### src/rtl/core/hcfe_pkg.sv
// Types, constants and helpers shared by the frame encoder modules.
package hcfe_pkg;

    localparam int BYTE_W    = 8;
    localparam int CFG_IDX_W = 4;

    localparam logic [CFG_IDX_W-1:0] CFG_IDX_START = CFG_IDX_W'(0);
    localparam logic [CFG_IDX_W-1:0] CFG_IDX_END   = CFG_IDX_W'(1);

    localparam logic [BYTE_W-1:0] START_RESET = 8'h02;
    localparam logic [BYTE_W-1:0] END_RESET   = 8'h03;

    localparam logic [BYTE_W-1:0] HEX_ZERO  = 8'h30;          // '0'
    localparam logic [BYTE_W-1:0] HEX_ALPHA = 8'h41 - 8'd10;  // 'A' - 10

    // One classified payload beat, as queued between front and back.
    typedef struct packed {
        logic [BYTE_W-1:0] payload;
        logic              first;   // opens a frame: start byte goes ahead of it
        logic              last;    // closes a frame: checksum tail follows
        logic [BYTE_W-1:0] sum;     // running sum including this byte
        logic [BYTE_W-1:0] xr;      // running xor including this byte
    } t_entry;

    typedef enum logic [2:0] {
        PH_HEAD,
        PH_DATA,
        PH_SUM_HI,
        PH_SUM_LO,
        PH_XOR_HI,
        PH_XOR_LO,
        PH_END
    } t_phase;

    function automatic logic [BYTE_W-1:0] hex_digit(input logic [3:0] nib);
        logic [BYTE_W-1:0] wide;
        wide = {4'h0, nib};
        if (nib < 4'd10) begin
            return wide + HEX_ZERO;
        end
        return wide + HEX_ALPHA;
    endfunction

endpackage

### src/rtl/core/hcfe_fifo.sv
// Short entry queue between the classifying front and the emitting back.
module hcfe_fifo #(
    parameter int DEPTH = 2
) (
    input  logic            i_clk,
    input  logic            i_rst_n,
    input  logic            i_push,
    input  hcfe_pkg::t_entry i_data,
    output logic            o_full,
    input  logic            i_pop,
    output hcfe_pkg::t_entry o_head,
    output logic            o_empty
);
    import hcfe_pkg::*;

    localparam int PTR_W = (DEPTH > 1) ? $clog2(DEPTH) : 1;
    localparam int CNT_W = $clog2(DEPTH + 1);

    t_entry            r_mem [DEPTH];
    logic [PTR_W-1:0]  r_wr_ptr, n_wr_ptr;
    logic [PTR_W-1:0]  r_rd_ptr, n_rd_ptr;
    logic [CNT_W-1:0]  r_count, n_count;
    logic              do_push, do_pop;

    assign o_full  = (r_count == CNT_W'(DEPTH));
    assign o_empty = (r_count == '0);
    assign o_head  = r_mem[r_rd_ptr];
    assign do_push = i_push && !o_full;
    assign do_pop  = i_pop && !o_empty;

    always_comb begin
        n_wr_ptr = r_wr_ptr;
        n_rd_ptr = r_rd_ptr;
        n_count  = r_count;
        if (do_push) begin
            n_wr_ptr = (r_wr_ptr == PTR_W'(DEPTH - 1)) ? '0 : r_wr_ptr + 1'b1;
        end
        if (do_pop) begin
            n_rd_ptr = (r_rd_ptr == PTR_W'(DEPTH - 1)) ? '0 : r_rd_ptr + 1'b1;
        end
        if (do_push && !do_pop) begin
            n_count = r_count + 1'b1;
        end else if (do_pop && !do_push) begin
            n_count = r_count - 1'b1;
        end
    end

    always_ff @(posedge i_clk) begin
        if (!i_rst_n) begin
            r_wr_ptr <= '0;
            r_rd_ptr <= '0;
            r_count  <= '0;
        end else begin
            r_wr_ptr <= n_wr_ptr;
            r_rd_ptr <= n_rd_ptr;
            r_count  <= n_count;
        end
    end

    always_ff @(posedge i_clk) begin
        if (do_push) begin
            r_mem[r_wr_ptr] <= i_data;
        end
    end

endmodule

### src/rtl/core/hcfe_front.sv
// Input side: frame tracking and running sum/xor, one beat per cycle until queue full.
module hcfe_front (
    input  logic                        i_clk,
    input  logic                        i_rst_n,
    input  logic                        i_valid,
    output logic                        o_ready,
    input  logic [hcfe_pkg::BYTE_W-1:0] i_byte,
    input  logic                        i_last,
    input  logic                        i_q_full,
    output logic                        o_q_push,
    output hcfe_pkg::t_entry            o_q_data
);
    import hcfe_pkg::*;

    logic [BYTE_W-1:0] r_sum, n_sum;
    logic [BYTE_W-1:0] r_xor, n_xor;
    logic              r_in_frame, n_in_frame;
    logic [BYTE_W-1:0] acc_sum, acc_xor;
    logic              accept;

    assign o_ready  = !i_q_full;
    assign accept   = i_valid && o_ready;
    assign o_q_push = accept;
    assign acc_sum  = r_sum + i_byte;
    assign acc_xor  = r_xor ^ i_byte;

    always_comb begin
        o_q_data.payload = i_byte;
        o_q_data.first   = !r_in_frame;
        o_q_data.last    = i_last;
        o_q_data.sum     = acc_sum;
        o_q_data.xr      = acc_xor;

        n_sum      = r_sum;
        n_xor      = r_xor;
        n_in_frame = r_in_frame;
        if (accept) begin
            if (i_last) begin
                n_sum      = '0;
                n_xor      = '0;
                n_in_frame = 1'b0;
            end else begin
                n_sum      = acc_sum;
                n_xor      = acc_xor;
                n_in_frame = 1'b1;
            end
        end
    end

    always_ff @(posedge i_clk) begin
        if (!i_rst_n) begin
            r_sum      <= '0;
            r_xor      <= '0;
            r_in_frame <= 1'b0;
        end else begin
            r_sum      <= n_sum;
            r_xor      <= n_xor;
            r_in_frame <= n_in_frame;
        end
    end

endmodule

### src/rtl/core/hcfe_back.sv
// Output side: expands queued entries into framed bytes through an output register.
module hcfe_back (
    input  logic                        i_clk,
    input  logic                        i_rst_n,
    input  hcfe_pkg::t_entry            i_head,
    input  logic                        i_q_empty,
    output logic                        o_q_pop,
    input  logic [hcfe_pkg::BYTE_W-1:0] i_start_byte,
    input  logic [hcfe_pkg::BYTE_W-1:0] i_end_byte,
    output logic                        o_valid,
    input  logic                        i_ready,
    output logic [hcfe_pkg::BYTE_W-1:0] o_byte,
    output logic                        o_last
);
    import hcfe_pkg::*;

    t_phase            r_phase, n_phase;
    logic [BYTE_W-1:0] emit_byte;
    logic              emit_last;
    logic              emit_pop;
    logic              out_load, fire;
    logic              r_out_valid;
    logic [BYTE_W-1:0] r_out_byte;
    logic              r_out_last;

    assign out_load = !r_out_valid || i_ready;
    assign fire     = !i_q_empty && out_load;
    assign o_q_pop  = fire && emit_pop;
    assign o_valid  = r_out_valid;
    assign o_byte   = r_out_byte;
    assign o_last   = r_out_last;

    always_comb begin
        n_phase   = r_phase;
        emit_byte = i_head.payload;
        emit_last = 1'b0;
        emit_pop  = 1'b0;
        unique case (r_phase)
            PH_HEAD: begin
                if (i_head.first) begin
                    emit_byte = i_start_byte;
                    n_phase   = PH_DATA;
                end else begin
                    emit_last = !i_head.last;
                    emit_pop  = !i_head.last;
                    n_phase   = i_head.last ? PH_SUM_HI : PH_HEAD;
                end
            end
            PH_DATA: begin
                emit_last = !i_head.last;
                emit_pop  = !i_head.last;
                n_phase   = i_head.last ? PH_SUM_HI : PH_HEAD;
            end
            PH_SUM_HI: begin
                emit_byte = hex_digit(i_head.sum[7:4]);
                n_phase   = PH_SUM_LO;
            end
            PH_SUM_LO: begin
                emit_byte = hex_digit(i_head.sum[3:0]);
                n_phase   = PH_XOR_HI;
            end
            PH_XOR_HI: begin
                emit_byte = hex_digit(i_head.xr[7:4]);
                n_phase   = PH_XOR_LO;
            end
            PH_XOR_LO: begin
                emit_byte = hex_digit(i_head.xr[3:0]);
                n_phase   = PH_END;
            end
            PH_END: begin
                emit_byte = i_end_byte;
                emit_last = 1'b1;
                emit_pop  = 1'b1;
                n_phase   = PH_HEAD;
            end
            default: begin
                n_phase = PH_HEAD;
            end
        endcase
        if (!fire) begin
            n_phase = r_phase;
        end
    end

    always_ff @(posedge i_clk) begin
        if (!i_rst_n) begin
            r_phase     <= PH_HEAD;
            r_out_valid <= 1'b0;
        end else begin
            r_phase <= n_phase;
            if (out_load) begin
                r_out_valid <= !i_q_empty;
            end
        end
    end

    always_ff @(posedge i_clk) begin
        if (fire) begin
            r_out_byte <= emit_byte;
            r_out_last <= emit_last;
        end
    end

endmodule

### src/rtl/core/hex_checksum_frame_encoder.sv
// Top level of the STX/ETX frame encoder with ASCII hex sum-8 and xor-8 tail.
//
// Input stream (i_s_*): one payload character per beat, tlast on the final
// character of a frame. Output stream (o_m_*): the framed bytes, that is the
// start byte, each payload byte, sum high/low hex digits, xor high/low hex
// digits and the end byte. o_m_tlast marks the final output beat caused by
// one input beat: every mid-frame payload byte, and the end byte of a frame.
// Config channel (i_cfg_*): index 0 sets the start byte, index 1 the end
// byte; other indexes are dropped. Always ready; write only while idle.
// An accepted beat goes through a queue entry, then the output register.
// Throughput: one output beat per cycle from the back sequencer while
// the receiver is ready; each input beat yields its payload byte, after
// the start byte when it opens a frame and before the hex digits and end
// byte when it closes one. The front takes one beat per cycle while the
// queue has room, so short stalls of the back side are absorbed.
// Reset clears both accumulators, closes any open frame, empties the queue
// and the output register, and restores start 0x02 / end 0x03.
// When the receiver deasserts i_m_tready the output beat holds, the queue
// fills, and then o_s_tready drops until the back side moves again.
module hex_checksum_frame_encoder #(
    parameter int QUEUE_DEPTH = 2
) (
    input  logic                           i_clk,
    input  logic                           i_rst_n,
    // slave stream
    input  logic                           i_s_tvalid,
    output logic                           o_s_tready,
    input  logic [hcfe_pkg::BYTE_W-1:0]    i_s_tdata,   // [7:0] payload_byte
    input  logic                           i_s_tlast,   // last_in_frame
    // master stream
    output logic                           o_m_tvalid,
    input  logic                           i_m_tready,
    output logic [hcfe_pkg::BYTE_W-1:0]    o_m_tdata,   // [7:0] out_byte
    output logic                           o_m_tlast,   // run_last
    // configuration writes
    input  logic                           i_cfg_valid,
    output logic                           o_cfg_ready,
    input  logic [hcfe_pkg::CFG_IDX_W-1:0] i_cfg_index,
    input  logic [hcfe_pkg::BYTE_W-1:0]    i_cfg_data
);
    import hcfe_pkg::*;

    logic [BYTE_W-1:0] r_start_byte;
    logic [BYTE_W-1:0] r_end_byte;
    logic              q_full, q_empty, q_push, q_pop;
    t_entry            q_in, q_head;

    assign o_cfg_ready = 1'b1;

    // config registers
    always_ff @(posedge i_clk) begin
        if (!i_rst_n) begin
            r_start_byte <= START_RESET;
            r_end_byte   <= END_RESET;
        end else if (i_cfg_valid) begin
            unique case (i_cfg_index)
                CFG_IDX_START: r_start_byte <= i_cfg_data;
                CFG_IDX_END:   r_end_byte   <= i_cfg_data;
                default: begin
                end
            endcase
        end
    end

    hcfe_front u_front (
        .i_clk    (i_clk),
        .i_rst_n  (i_rst_n),
        .i_valid  (i_s_tvalid),
        .o_ready  (o_s_tready),
        .i_byte   (i_s_tdata),
        .i_last   (i_s_tlast),
        .i_q_full (q_full),
        .o_q_push (q_push),
        .o_q_data (q_in)
    );

    hcfe_fifo #(
        .DEPTH (QUEUE_DEPTH)
    ) u_queue (
        .i_clk   (i_clk),
        .i_rst_n (i_rst_n),
        .i_push  (q_push),
        .i_data  (q_in),
        .o_full  (q_full),
        .i_pop   (q_pop),
        .o_head  (q_head),
        .o_empty (q_empty)
    );

    hcfe_back u_back (
        .i_clk        (i_clk),
        .i_rst_n      (i_rst_n),
        .i_head       (q_head),
        .i_q_empty    (q_empty),
        .o_q_pop      (q_pop),
        .i_start_byte (r_start_byte),
        .i_end_byte   (r_end_byte),
        .o_valid      (o_m_tvalid),
        .i_ready      (i_m_tready),
        .o_byte       (o_m_tdata),
        .o_last       (o_m_tlast)
    );

endmodule

### config.mk
export PLATFORM = sky130hd
export DESIGN_NAME = hex_checksum_frame_encoder
export DESIGN_NICKNAME = d
export VERILOG_FILES = /design/src/rtl/core/hcfe_pkg.sv /design/src/rtl/core/hcfe_fifo.sv /design/src/rtl/core/hcfe_front.sv /design/src/rtl/core/hcfe_back.sv /design/src/rtl/core/hex_checksum_frame_encoder.sv
export SDC_FILE = /design/constraint.sdc
export NUM_CORES = 1
export LEC_CHECK = 0
export ABC_AREA = 1
export BUFFER_PORTS_ARGS = -buffer_cell sky130_fd_sc_hd__clkbuf_2
export CAP_MARGIN = 0
export CORE_MARGIN = 3
export CORE_UTILIZATION = 56
export CTS_BUF_LIST = sky130_fd_sc_hd__clkbuf_2 sky130_fd_sc_hd__clkbuf_4 sky130_fd_sc_hd__clkbuf_8
export DETAILED_ROUTE_END_ITERATION = 10
export PLACE_DENSITY = 0.84
export SETUP_SLACK_MARGIN = 0.5
export SLEW_MARGIN = 40
export SYNTH_ARGS = -nofsm -noshare
export SYNTH_HDL_FRONTEND = slang
export SYNTH_SLANG_ARGS = --single-unit
### constraint.sdc
create_clock -name i_clk -period 2.4 [get_ports i_clk]
set_input_delay 0 -clock i_clk [delete_from_list [all_inputs] [get_ports i_clk]]
set_output_delay 0 -clock i_clk [all_outputs]
set_load 0.03 [all_outputs]
Word-level counts from Yosys, hierarchy flattened
Memory sizes are Yosys's and may differ from the RTL's. A register that Yosys moved wholly into a read port is not among the register bits.
Cells that the tools add are included.
{"block": "op_classes", "n_addsub": 13, "multipliers": 0, "div_mod_pow": 0, "magnitude_cmp": 4, "n_eq_ne": 8, "shifts": 0, "mux": 34, "bitwise": 1, "reduce_logical": 21}
{"cell": "$mux W8", "n": 11}
{"cell": "$add A4 B6 Y7 const B", "n": 8}
{"cell": "$pmux W8 S6", "n": 1}
{"cell": "$pmux W3 S6", "n": 1}
{"cell": "$lt A4 B4 Y1 const B", "n": 4}
{"cell": "$mux W1", "n": 16}
{"cell": "$eq A3 B3 Y1 const B", "n": 3}
{"cell": "$add A8 B8 Y8", "n": 1}
{"cell": "$xor A8 B8 Y8", "n": 1}
{"cell": "$logic_and A1 B1 Y1", "n": 7}
{"cell": "$logic_not A1 Y1", "n": 7}
{"cell": "$eq A3 B2 Y1 const B", "n": 2}
{"cell": "$mux W2", "n": 3}
{"cell": "$eq A4 B1 Y1 const B", "n": 1}
{"cell": "$logic_not A4 Y1", "n": 1}
{"cell": "$reduce_and A2 Y1", "n": 2}
{"cell": "$eq A3 B1 Y1 const B", "n": 1}
{"cell": "$logic_not A3 Y1", "n": 1}
{"cell": "$mux W3", "n": 1}
{"cell": "$pmux W1 S3", "n": 1}
{"cell": "$add A1 B1 Y1 const B", "n": 2}
{"cell": "$add A2 B1 Y2 const B", "n": 1}
{"cell": "$eq A2 B2 Y1 const B", "n": 1}
{"cell": "$logic_not A2 Y1", "n": 1}
{"cell": "3 further kinds", "n": 3}
{"block": "totals", "regBits": 50, "latch_bits": 0, "ramBits": 52, "rom_bits": 0, "input_bits": 26, "mem_count": 1}
{"memory": "u_queue.r_mem", "words": 2, "word_bits": 26, "rd": 1, "rd_clocked_by_memory_dff": 1, "write_ports": 1, "line": "hcfe_fifo.sv:19", "rtl": "t_entry r_mem [DEPTH];"}

Longest topological paths before layout
Gate-level depths: netlist (run 1).
{"block": "depth", "depth_word": 8, "depth_mapped": 14, "depth_no_buf": 12}

Cells and area by module
From an unflattened synthesis (run 1), not the netlist that was laid out.
{"block": "hier_totals", "hier_cells": 612, "area_unflattened_um2": 5544.1}
{"module": "hcfe_fifo", "n_inst": 1, "cells_per_inst": 119, "area_each_um2": 2225.9}
{"module": "hcfe_back", "n_inst": 1, "cells_per_inst": 224, "area_each_um2": 1337.5}
{"module": "hcfe_front", "n_inst": 1, "cells_per_inst": 153, "area_each_um2": 1142.3}
{"module": "hex_checksum_frame_encoder", "n_inst": 1, "cells_per_inst": 116, "area_each_um2": 838.3}

Worst setup path after synthesis (run 1)
Ideal clock, no wire load.
{"block": "synth_timing", "kind": "reg2reg", "from": "register u_queue.r_count[0]", "to": "memory u_queue.r_mem[1][0] in the netlist's numbering, enable pin", "setup_ns": 0.410, "arrival_ns": 2.225, "path_slack_ns": -0.236, "path_stages_with_launch": 7, "n_path_buf": 2, "period_less_slack_ns": 2.636, "cell_sequence": "dfxtp_1 inv_1 nand2_1 nand2_1 buf_4 buf_2 nor2_1"}
{"block": "synth_via", "elab_chain_len": 6}
{"item": "start: declaration", "line": "hcfe_fifo.sv:22", "rtl": "logic [CNT_W-1:0] r_count, n_count;"}
{"item": "start signal: assignment", "line": "hcfe_fifo.sv:56", "rtl": "r_count <= n_count;"}
{"item": "$eq A2 B2 Y1 *", "line": "hcfe_fifo.sv:25", "rtl": "assign o_full = (r_count == CNT_W'(DEPTH));"}
{"item": "$logic_not A1 Y1 *", "line": "hcfe_front.sv:21", "rtl": "assign o_ready = !i_q_full;"}
{"item": "via o_s_tready", "line": "hex_checksum_frame_encoder.sv:27", "rtl": "output logic o_s_tready,"}
{"item": "$logic_and A1 B1 Y1", "line": "hcfe_front.sv:22", "rtl": "assign accept = i_valid && o_ready;"}
{"item": "$logic_and A1 B1 Y1 *", "line": "hcfe_fifo.sv:28", "rtl": "assign do_push = i_push && !o_full;"}
{"item": "$mux W1 *", "line": "hcfe_fifo.sv:61", "rtl": "if (do_push) begin"}
{"item": "$mux W1 (implied by the code) *", "line": "hcfe_fifo.sv:62", "rtl": "r_mem[r_wr_ptr] <= i_data;"}
{"item": "end: declaration", "line": "hcfe_fifo.sv:19"}
Mark *: on every way through the listed nets, which the timed path passes. The rest lies on a longest branch.

==> results of run 1 <==
==> synth_stat cells (all sizes together) (7+ instances only) <==
library cell	instances
a21oi	35
ha	12
o21ai	30
inv	80
buf	10
a22oi	9
nor2	36
nand2	156
edfxtp	61
o211ai	8
dfxtp	42
xor2	9
nand4	7
nand3	45
==> sequential cells by signal, indices dropped and copies added, names as in the netlist, named ones only <==
name	cells
u_queue.r_mem	52
r_end_byte	8
r_start_byte	8
u_back.o_byte	8
u_front.r_sum	8
u_front.r_xor	8
u_back.r_phase	3
u_queue.r_count	2
u_back.o_last	1
u_back.o_valid	1
u_front.r_in_frame	1
u_queue.r_rd_ptr	1
u_queue.r_wr_ptr	1
==> through the flow <==
step,setup WS (ns),total power [mW]
floorplan,0.5295,4.162
global placement,0.4588,4.582
detailed placement,0.3716,4.676
CTS,0.5055,5.844
global route,0.4442,6.477
finish,0.5724,6.120
==> metal layers <==
metal / GRT usage, % / part of all wire [%]
met5: 0 / 0
met4: 8.180 / 2.0
met3: 3.253 / 4.1
met2: 35.59 / 50
met1: 27.50 / 44
==> layout make-up <==
type / count / area share (%)
flip-flops and latches: 103 / 45.23
multi-input cells: 371 / 34.57
repair buffers: 71 / 8.696
inverters: 82 / 5.403
well taps: 108 / 2.279
clock buffers: 9 / 2.089
clock inverters: 7 / 1.435
repair inverters: 2 / 0.2955
==> cell families (layout without fill, tap and decap cells) <==
| group | Yosys count | count (layout) | synth area share, % |
|---|---|---|---|
| AND/OR/NAND/NOR | 254 | 254 | 22.31 |
| flip-flops | 103 | 103 | 52.95 |
| buffers and inverters | 98 | 171 | 8.255 |
| AO/OA/AOI/OAI | 89 | 89 | 10.56 |
| adder cells (fa/ha/maj) | 13 | 13 | 3.371 |
| XOR/XNOR | 12 | 12 | 2.082 |
| multiplexers | 2 | 2 | 0.3966 |
| other | 1 | 1 | 0.07430 |
==> power by group through the flow <==
stage                     registers [mW]  clock network [mW]  logic, mW
after global placement              2.44                   0       2.14
after floorplan                     2.61                   0       1.55
after global routing                2.48                1.22       2.77
final                               2.45                1.14       2.52
after detailed placement            2.46                   0       2.21
after CTS                           2.43                1.15       2.26
==> worst max path at each step <==
| stage | from | end | cells after the start | slack, ns |
|---|---|---|---|---|
| after global placement | register | u_back.o_byte[6] | 10 | 0.46 |
| after detailed placement | register | u_queue.r_count[1] | 12 | 0.37 |
| after global routing | register | u_queue.r_count[1] | 9 | 0.44 |
| final | register | u_queue.r_count[1] | 9 | 0.57 |
| after CTS | u_back.r_phase[2] | u_queue.r_count[1] | 11 | 0.51 |
| after floorplan | register | u_queue.r_count[1] | 13 | 0.53 |
==> worst max-delay path, cell delays in order, from the launching register on <==
cell	delay (ns)
dfxtp_4	0.45
mux2i_1	0.31
nand2_2	0.11
a21oi_2	0.18
inv_2	0.06
ha_4	0.22
a21oi_2	0.11
o21ai_2	0.08
o21ai_2	0.14
a21oi_1	0.06
==> timing repair <==
action / CTS / global route
pin swaps: 1 / 7
gates cloned: 0 / 3
endpoints found under the hold margin: 35 / 0
resized for setup: 9 / 19
setup endpoints to repair: 6 / 5
hold buffers: 18 / 0
setup buffers: 0 / 10
==> results.py, run 1 <==
metrics = {
    "run_status": {
        "status": "finished clean",
    },
    "global_routing": {
        "grt_max_degree": 33,
        "antenna_found_initial": 0,
        "grt_overflow": 0,
        "grt_pass1_vias": 3771,
        "grt_usage_pct": 21.14,
        "grt_pass1_wl_um": 17060,
    },
    "power_and_ir_drop": {
        "p_leak_nw": 2.584,
        "p_clk_share_pct": 18.7,
        "peakVddDrop_uv": 424.5,
        "power.net_switching_mw": 2.470,
        "p_sw_share_pct": 40.36,
        "power_frac_seq_pct": 40.1,
        "p_int_mw": 3.650,
        "power_frac_comb_pct": 41.2,
        "p_per_area_nw_per_um2": 1032,
    },
    "placed_design": {
        "portBuffers": 36,
        "placed_area_um2": 5325,
        "gp_congestion": 0.8711,
        "dp_hpwl_um": 7368,
        "post-place-cells": 706,
    },
    "setup_path": {
        "cp.required_ns": 2.66,
        "cp.arrival_ns": 2.09,
        "endpoint_kind": "register",
        "critPathMaxFanout": 7,
        "crit_type": "register to register",
        "r2r_cells": 9,
        "ff2ff_setup_slack_ns": 0.57,
        "startpoint_type": "register",
        "timing.rr.end": "u_queue.r_count[1]",
    },
    "yosys": {
        "synth_cells": 572,
        "synth_edf_count": 61,
        "ys_ff_latch": 103,
        "async_reset_ff_share_pct": 0,
        "syn_area_per_cell_um2": 8.824,
        "syn_nets": 611,
        "ys_types": 42,
        "seq_area_frac_synth_pct": 52.95,
        "synth_area_leaders": "edfxtp_1 (36%), dfxtp_1 (17%), nand2_1 (10%), inv_1 (5.7%), nand3_1 (4.5%)",
        "yosys_warnings": 0,
        "synth.cell_area_um2": 5047,
        "synth_top_area_share_pct": 36.29,
        "synth.largest_area_cell": "edfxtp_1",
        "ys.flop_type": "edfxtp_1",
    },
    "routing": {
        "drc": 0,
        "wl_per_cell_um": 14.82,
        "drtIter0Drc": 246,
        "antenna_left": 0,
        "num_vias": 4047,
        "vias_per_cell": 5.375,
        "routed_wl_um": 11160,
        "drtPass1Iterations": 5,
    },
    "sta": {
        "fin_setup_tns_ns": 0,
        "hold_viol": 0,
        "rsz0062_at_grt": "yes",
        "hold-worst-slack_ns": 0.09781,
        "post-route-period-util_pct": 76.15,
        "skew_ns": 0.01301,
        "max_freq_mhz": 547.2,
        "setup_viol": 0,
        "slew_headroom_pct": 47.33,
        "worstMarginPinSlew_ns": 0.7892,
        "post-route-min-period_ns": 1.828,
        "drv_slew": 0,
    },
    "finish": {
        "seq_area_um2": 2681,
        "layout_commonest_cell": "nand2_1",
        "area_growth_pct": 17.45,
        "fillers": 623,
        "final_cells": 753,
        "drive_gt1_share_pct": 18.91,
        "final_cell_mix": "nand2_1 (133), inv_1 (76), edfxtp_1 (61)",
        "fin_nets": 679,
        "fin_util_pct": 67.98,
        "antennaDiodeCount": 0,
        "multi_input_area_um2": 2049,
        "final_area_um2": 5928,
    },
    "min_path": {
        "hp-class": "input pin to register",
        "min_to": "r_end_byte[0]",
        "worstHoldStart": "i_rst_n",
        "hold_depth": 2,
    },
    "cts": {
        "path_clk_slew_ns": 0.10,
        "cts_num_sinks": 103,
        "cts_made_buffers": 9,
        "clock_path_buffers": 2,
        "insertion_delay_ns": 0.37,
        "root_buffer": "clkbuf_8",
        "cts_max_level": 3,
        "cts_tree": "yes",
    },
    "die": {
        "dieArea_um2": 10190,
        "die_w_um": 100.9,
        "fp.coreArea_um2": 8721,
        "start_util_pct": 57.88,
        "ios": 38,
        "die_y_um": 100.9,
        "num_rows": 34,
    },
    "flow_run": {
        "maxCapViolations": 0,
    },
}
Note: power is estimated with default switching activity, not from simulation.
==> run 2, diff against run 1 <==
Settings changed: CORE_UTILIZATION 56 to 62, PLACE_DENSITY 0.84 to 0.88.
Clock period 2.4 ns to 1.7 ns, I/O delays scaled along.
==> run 2 against run 1 <==
Compared with the run above:
- the flow now stops in global routing
- synthesized cell count stayed put
- area after synthesis unchanged
==> results.py, run 2 <==
metrics = {
    "run_status": {
        "status": "did not finish",
        "stop_stage": "global routing",
        "first-error": "[ERROR DPL-0038] Utilization greater than 100%, impossible to legalize",
    },
    "placed_design": {
        "placed_area_um2": 5682,
        "post-place-cells": 716,
        "dp_slack_ns": -0.09049,
        "dp_hpwl_um": 7687,
        "gp_congestion": 0.9250,
        "portBuffers": 36,
    },
    "cts": {
        "cts_made_buffers": 9,
        "clock_path_buffers": 2,
        "cts_num_sinks": 103,
        "cts_max_level": 3,
        "root_buffer": "clkbuf_8",
    },
    "yosys": {
        "synthMuxAreaShare_pct": 0.3966,
        "ys.flop_type": "edfxtp_1",
        "ys_types": 42,
        "synth-xor-area-share_pct": 2.082,
        "synth_top_area_share_pct": 36.29,
        "synth.largest_area_cell": "edfxtp_1",
        "syn_nets": 611,
        "synth.cell_area_um2": 5047,
        "synth_edf_count": 61,
        "syn_area_per_cell_um2": 8.824,
        "synth_cells": 572,
        "synth_compound_area_share_pct": 10.56,
        "synthTopCellsByCount": "nand2_1 (134), inv_1 (77), edfxtp_1 (61), nand3_1 (45), dfxtp_1 (42)",
        "seq_area_frac_synth_pct": 52.95,
        "synth-simple-area-share_pct": 22.31,
        "synth_top_family_by_area": "simple AND/OR/NAND/NOR gates",
        "ys_ff_latch": 103,
        "async_reset_ff_share_pct": 0,
        "yosys.area_share.adder_pct": 3.371,
        "yosys_warnings": 0,
        "synth.most_common_cell": "nand2_1",
        "synth_area_leaders": "edfxtp_1 (36%), dfxtp_1 (17%), nand2_1 (10%), inv_1 (5.7%), nand3_1 (4.5%)",
    },
    "die": {
        "num_rows": 32,
        "die_y_um": 96.23,
        "die_w_um": 96.23,
        "start_util_pct": 64.65,
        "ios": 38,
    },
    "sta": {
        "worst-ep-kind": "sequential cell input",
        "postGrtWorstEndpoint": "u_queue.r_count[1]$_SDFFE_PN0P_/D",
    },
    "global_routing": {
        "grt_max_degree": 27,
    },
}
run 2: logic make-up after synthesis:
logic type,Yosys count
AND/OR/NAND/NOR,254
other,1
buffers and inverters,98
flip-flops,103
AO/OA/AOI/OAI,89
multiplexers,2
XOR/XNOR,12
adder cells (fa/ha/maj),13
run 2: metrics by stage:
stage / utilization (%) / setup TNS (ns)
2_1_floorplan: - / -0.08421
3_3_place_gp: 72.77 / -0.05859
3_5_place_dp: 72.77 / -0.2404
4_1_cts: 87.88 / -0.1008
run 2: timing repair:
action / in CTS
pin swaps: 39
hold endpoints to repair: 35
gates cloned: 6
buffers inserted: 35
setup endpoints to repair: 98
gates resized for setup: 109
hold buffers: 17
==> run 3, diff against run 2 <==
Settings changed: CORE_UTILIZATION 62 to 40, CTS_BUF_LIST sky130_fd_sc_hd__clkbuf_2 sky130_fd_sc_hd__clkbuf_4 sky130_fd_sc_hd__clkbuf_8 to not set, PLACE_DENSITY 0.88 to not set, PLACE_DENSITY_LB_ADDON set to 0.15, SETUP_SLACK_MARGIN 0.5 to not set.
==> run 3 against run 2 <==
Compared with the run above:
- the flow now finishes, with violations (setup timing)
==> results.py, run 3 (same netlist as run 1, synthesis figures left out) <==
metrics = {
    "run_status": {
        "status": "finished, violations left",
        "violations": "setup timing",
    },
    "setup_path": {
        "endpoint_kind": "register",
        "crit_path_max_incr_delay_ns": 0.38,
        "cp.arrival_ns": 1.88,
        "critPathMaxFanout": 6,
        "ff2ff_setup_slack_ns": -0.09,
        "cp_slowest_cell": "dfxtp_4",
        "cp.required_ns": 1.80,
        "crit_type": "register to register",
        "cp_cell_sequence": "buf_12 > buf_8 > buf_6 > o21ai_4 > nand2_2 > nand2_4 > nand2_2 > nand3_2 > nand2_2 > nor2_4 > nand2_1",
        "r2r_cells": 11,
        "cpMostUsedCell": "nand2_2",
        "crit_end": "u_back.o_byte[1]",
        "startpoint_type": "register",
        "timing.rr.end": "u_back.o_byte[1]",
    },
    "global_routing": {
        "grt_pass1_vias": 3764,
        "grt_pass1_wl_um": 18610,
        "grt_max_degree": 28,
        "grt_overflow": 0,
        "antenna_found_initial": 0,
        "grt_usage_pct": 16.42,
    },
    "power_and_ir_drop": {
        "p_leak_nw": 2.856,
        "p_per_area_nw_per_um2": 1515,
        "peakVddDrop_uv": 504.5,
    },
    "placed_design": {
        "portBuffers": 36,
        "post-place-cells": 799,
        "gp_congestion": 0.8527,
        "dp_slack_ns": -0.09691,
        "placed_area_um2": 5737,
        "dp_hpwl_um": 8286,
    },
    "flow_run": {
        "maxCapViolations": 0,
    },
    "routing": {
        "vias_per_cell": 4.747,
        "num_vias": 4021,
        "antenna_left": 0,
        "drtIter0Drc": 212,
        "routed_wl_um": 11670,
        "drc": 0,
        "wl_per_cell_um": 13.78,
        "drtPass1Iterations": 4,
    },
    "min_path": {
        "hp-class": "input pin to register",
    },
    "sta": {
        "post-route-period-util_pct": 105.2,
        "post-route-min-period_ns": 1.788,
        "setup_viol": 7,
        "rsz0062_at_grt": "yes",
        "hold_viol": 0,
        "worst_slack_ns": -0.08802,
        "max_freq_mhz": 559.3,
        "slew_headroom_pct": 64.86,
        "skew_ns": 0.008021,
        "fin_setup_tns_ns": -0.2866,
        "drv_slew": 0,
        "worstMarginPinSlew_ns": 0.5256,
    },
    "die": {
        "ios": 38,
        "die_w_um": 118.3,
        "fp.coreArea_um2": 12160,
        "start_util_pct": 41.50,
        "die_y_um": 118.3,
        "dieArea_um2": 14000,
        "num_rows": 40,
    },
    "cts": {
        "cts_made_buffers": 9,
        "root_buffer": "clkbuf_16",
        "path_clk_slew_ns": 0.07,
        "insertion_delay_ns": 0.35,
        "cts_max_level": 3,
        "clock_path_buffers": 2,
        "cts_tree": "yes",
        "cts_num_sinks": 103,
    },
    "finish": {
        "layout_commonest_cell": "nand2_1",
        "final_cell_mix": "nand2_1 (120), inv_1 (69), edfxtp_1 (61)",
        "antennaDiodeCount": 0,
        "final_cells": 847,
        "regMostFlops": "u_queue.r_mem",
        "drive_gt1_share_pct": 29.31,
        "largest_reg_flops": 52,
        "fin_nets": 713,
        "area_growth_pct": 32.42,
        "final_area_um2": 6684,
    },
}
==> run 3: per-layer routing <==
| layer | vias to the layer above | wire [um] | global-route usage [%] |
|---|---|---|---|
| met5 | - | 0 | 0 |
| met1 | 1855 | 5571 | 22.39 |
| li1 | 2091 | - | - |
| met4 | 0 | 124 | 5.861 |
| met2 | 65 | 5616 | 26.40 |
| met3 | 10 | 355 | 2.775 |
==> run 3: cell type report <==
class	instances	area (um2)
clock buffers	11	232.7
clock inverters	5	82.58
fillers	1075	5478
inverters	82	312.8
multi-input cells	371	2288
flip-flops and latches	103	2680
well taps	168	210.2
repair buffers	107	877.1
==> run 3: timing repair <==
action	4_1_cts	5_1_grt
setup buffers	3	9
endpoints found under the setup margin	10	22
hold endpoints to repair	34	0
hold buffers	18	0
gates resized for setup	19	65
cloned	0	2
pin swaps	5	31
==> run 3: worst max-delay path, delay by kind of cell (launching register included) <==
family                 cells  cell delay [ns]
DFF                        1             0.38
buffers and inverters      3             0.38
AOI/OAI and AO/OA          1             0.19
and+or+nand+nor            7             0.60
==> run 3: where the power goes <==
part	switching, mW	internal (mW)
clock network	0.883	1.30
registers	0.195	3.25
logic	2.68	1.82
==> run 3: worst min-delay path by stage <==
stage | startpoint | end | slack [ns] | cells past startpoint
after global placement | i_cfg_data[0] | r_end_byte[0] | 0.22 | 3
final | i_s_tdata[0] | u_queue.r_mem[1][8] | 0.07 | 2
after CTS | i_s_tdata[0] | u_queue.r_mem[1][8] | 0.09 | 2
after global routing | i_s_tdata[0] | u_queue.r_mem[0][8] | 0.08 | 2
after floorplan | i_s_tlast | u_queue.r_mem[0][16] | 0.1 | 0
after detailed placement | i_cfg_data[0] | r_end_byte[0] | 0.22 | 3
==> run 3: stage by stage <==
step	total power, mW	util (%)	hold WS, ns
after floorplan	5.962	-	0.09887
after global placement	7.129	47.17	0.2199
after detailed placement	7.213	47.17	0.2219
after CTS	9.544	51.87	0.08645
after global routing	10.75	54.96	0.08079
final	10.13	54.96	0.06876
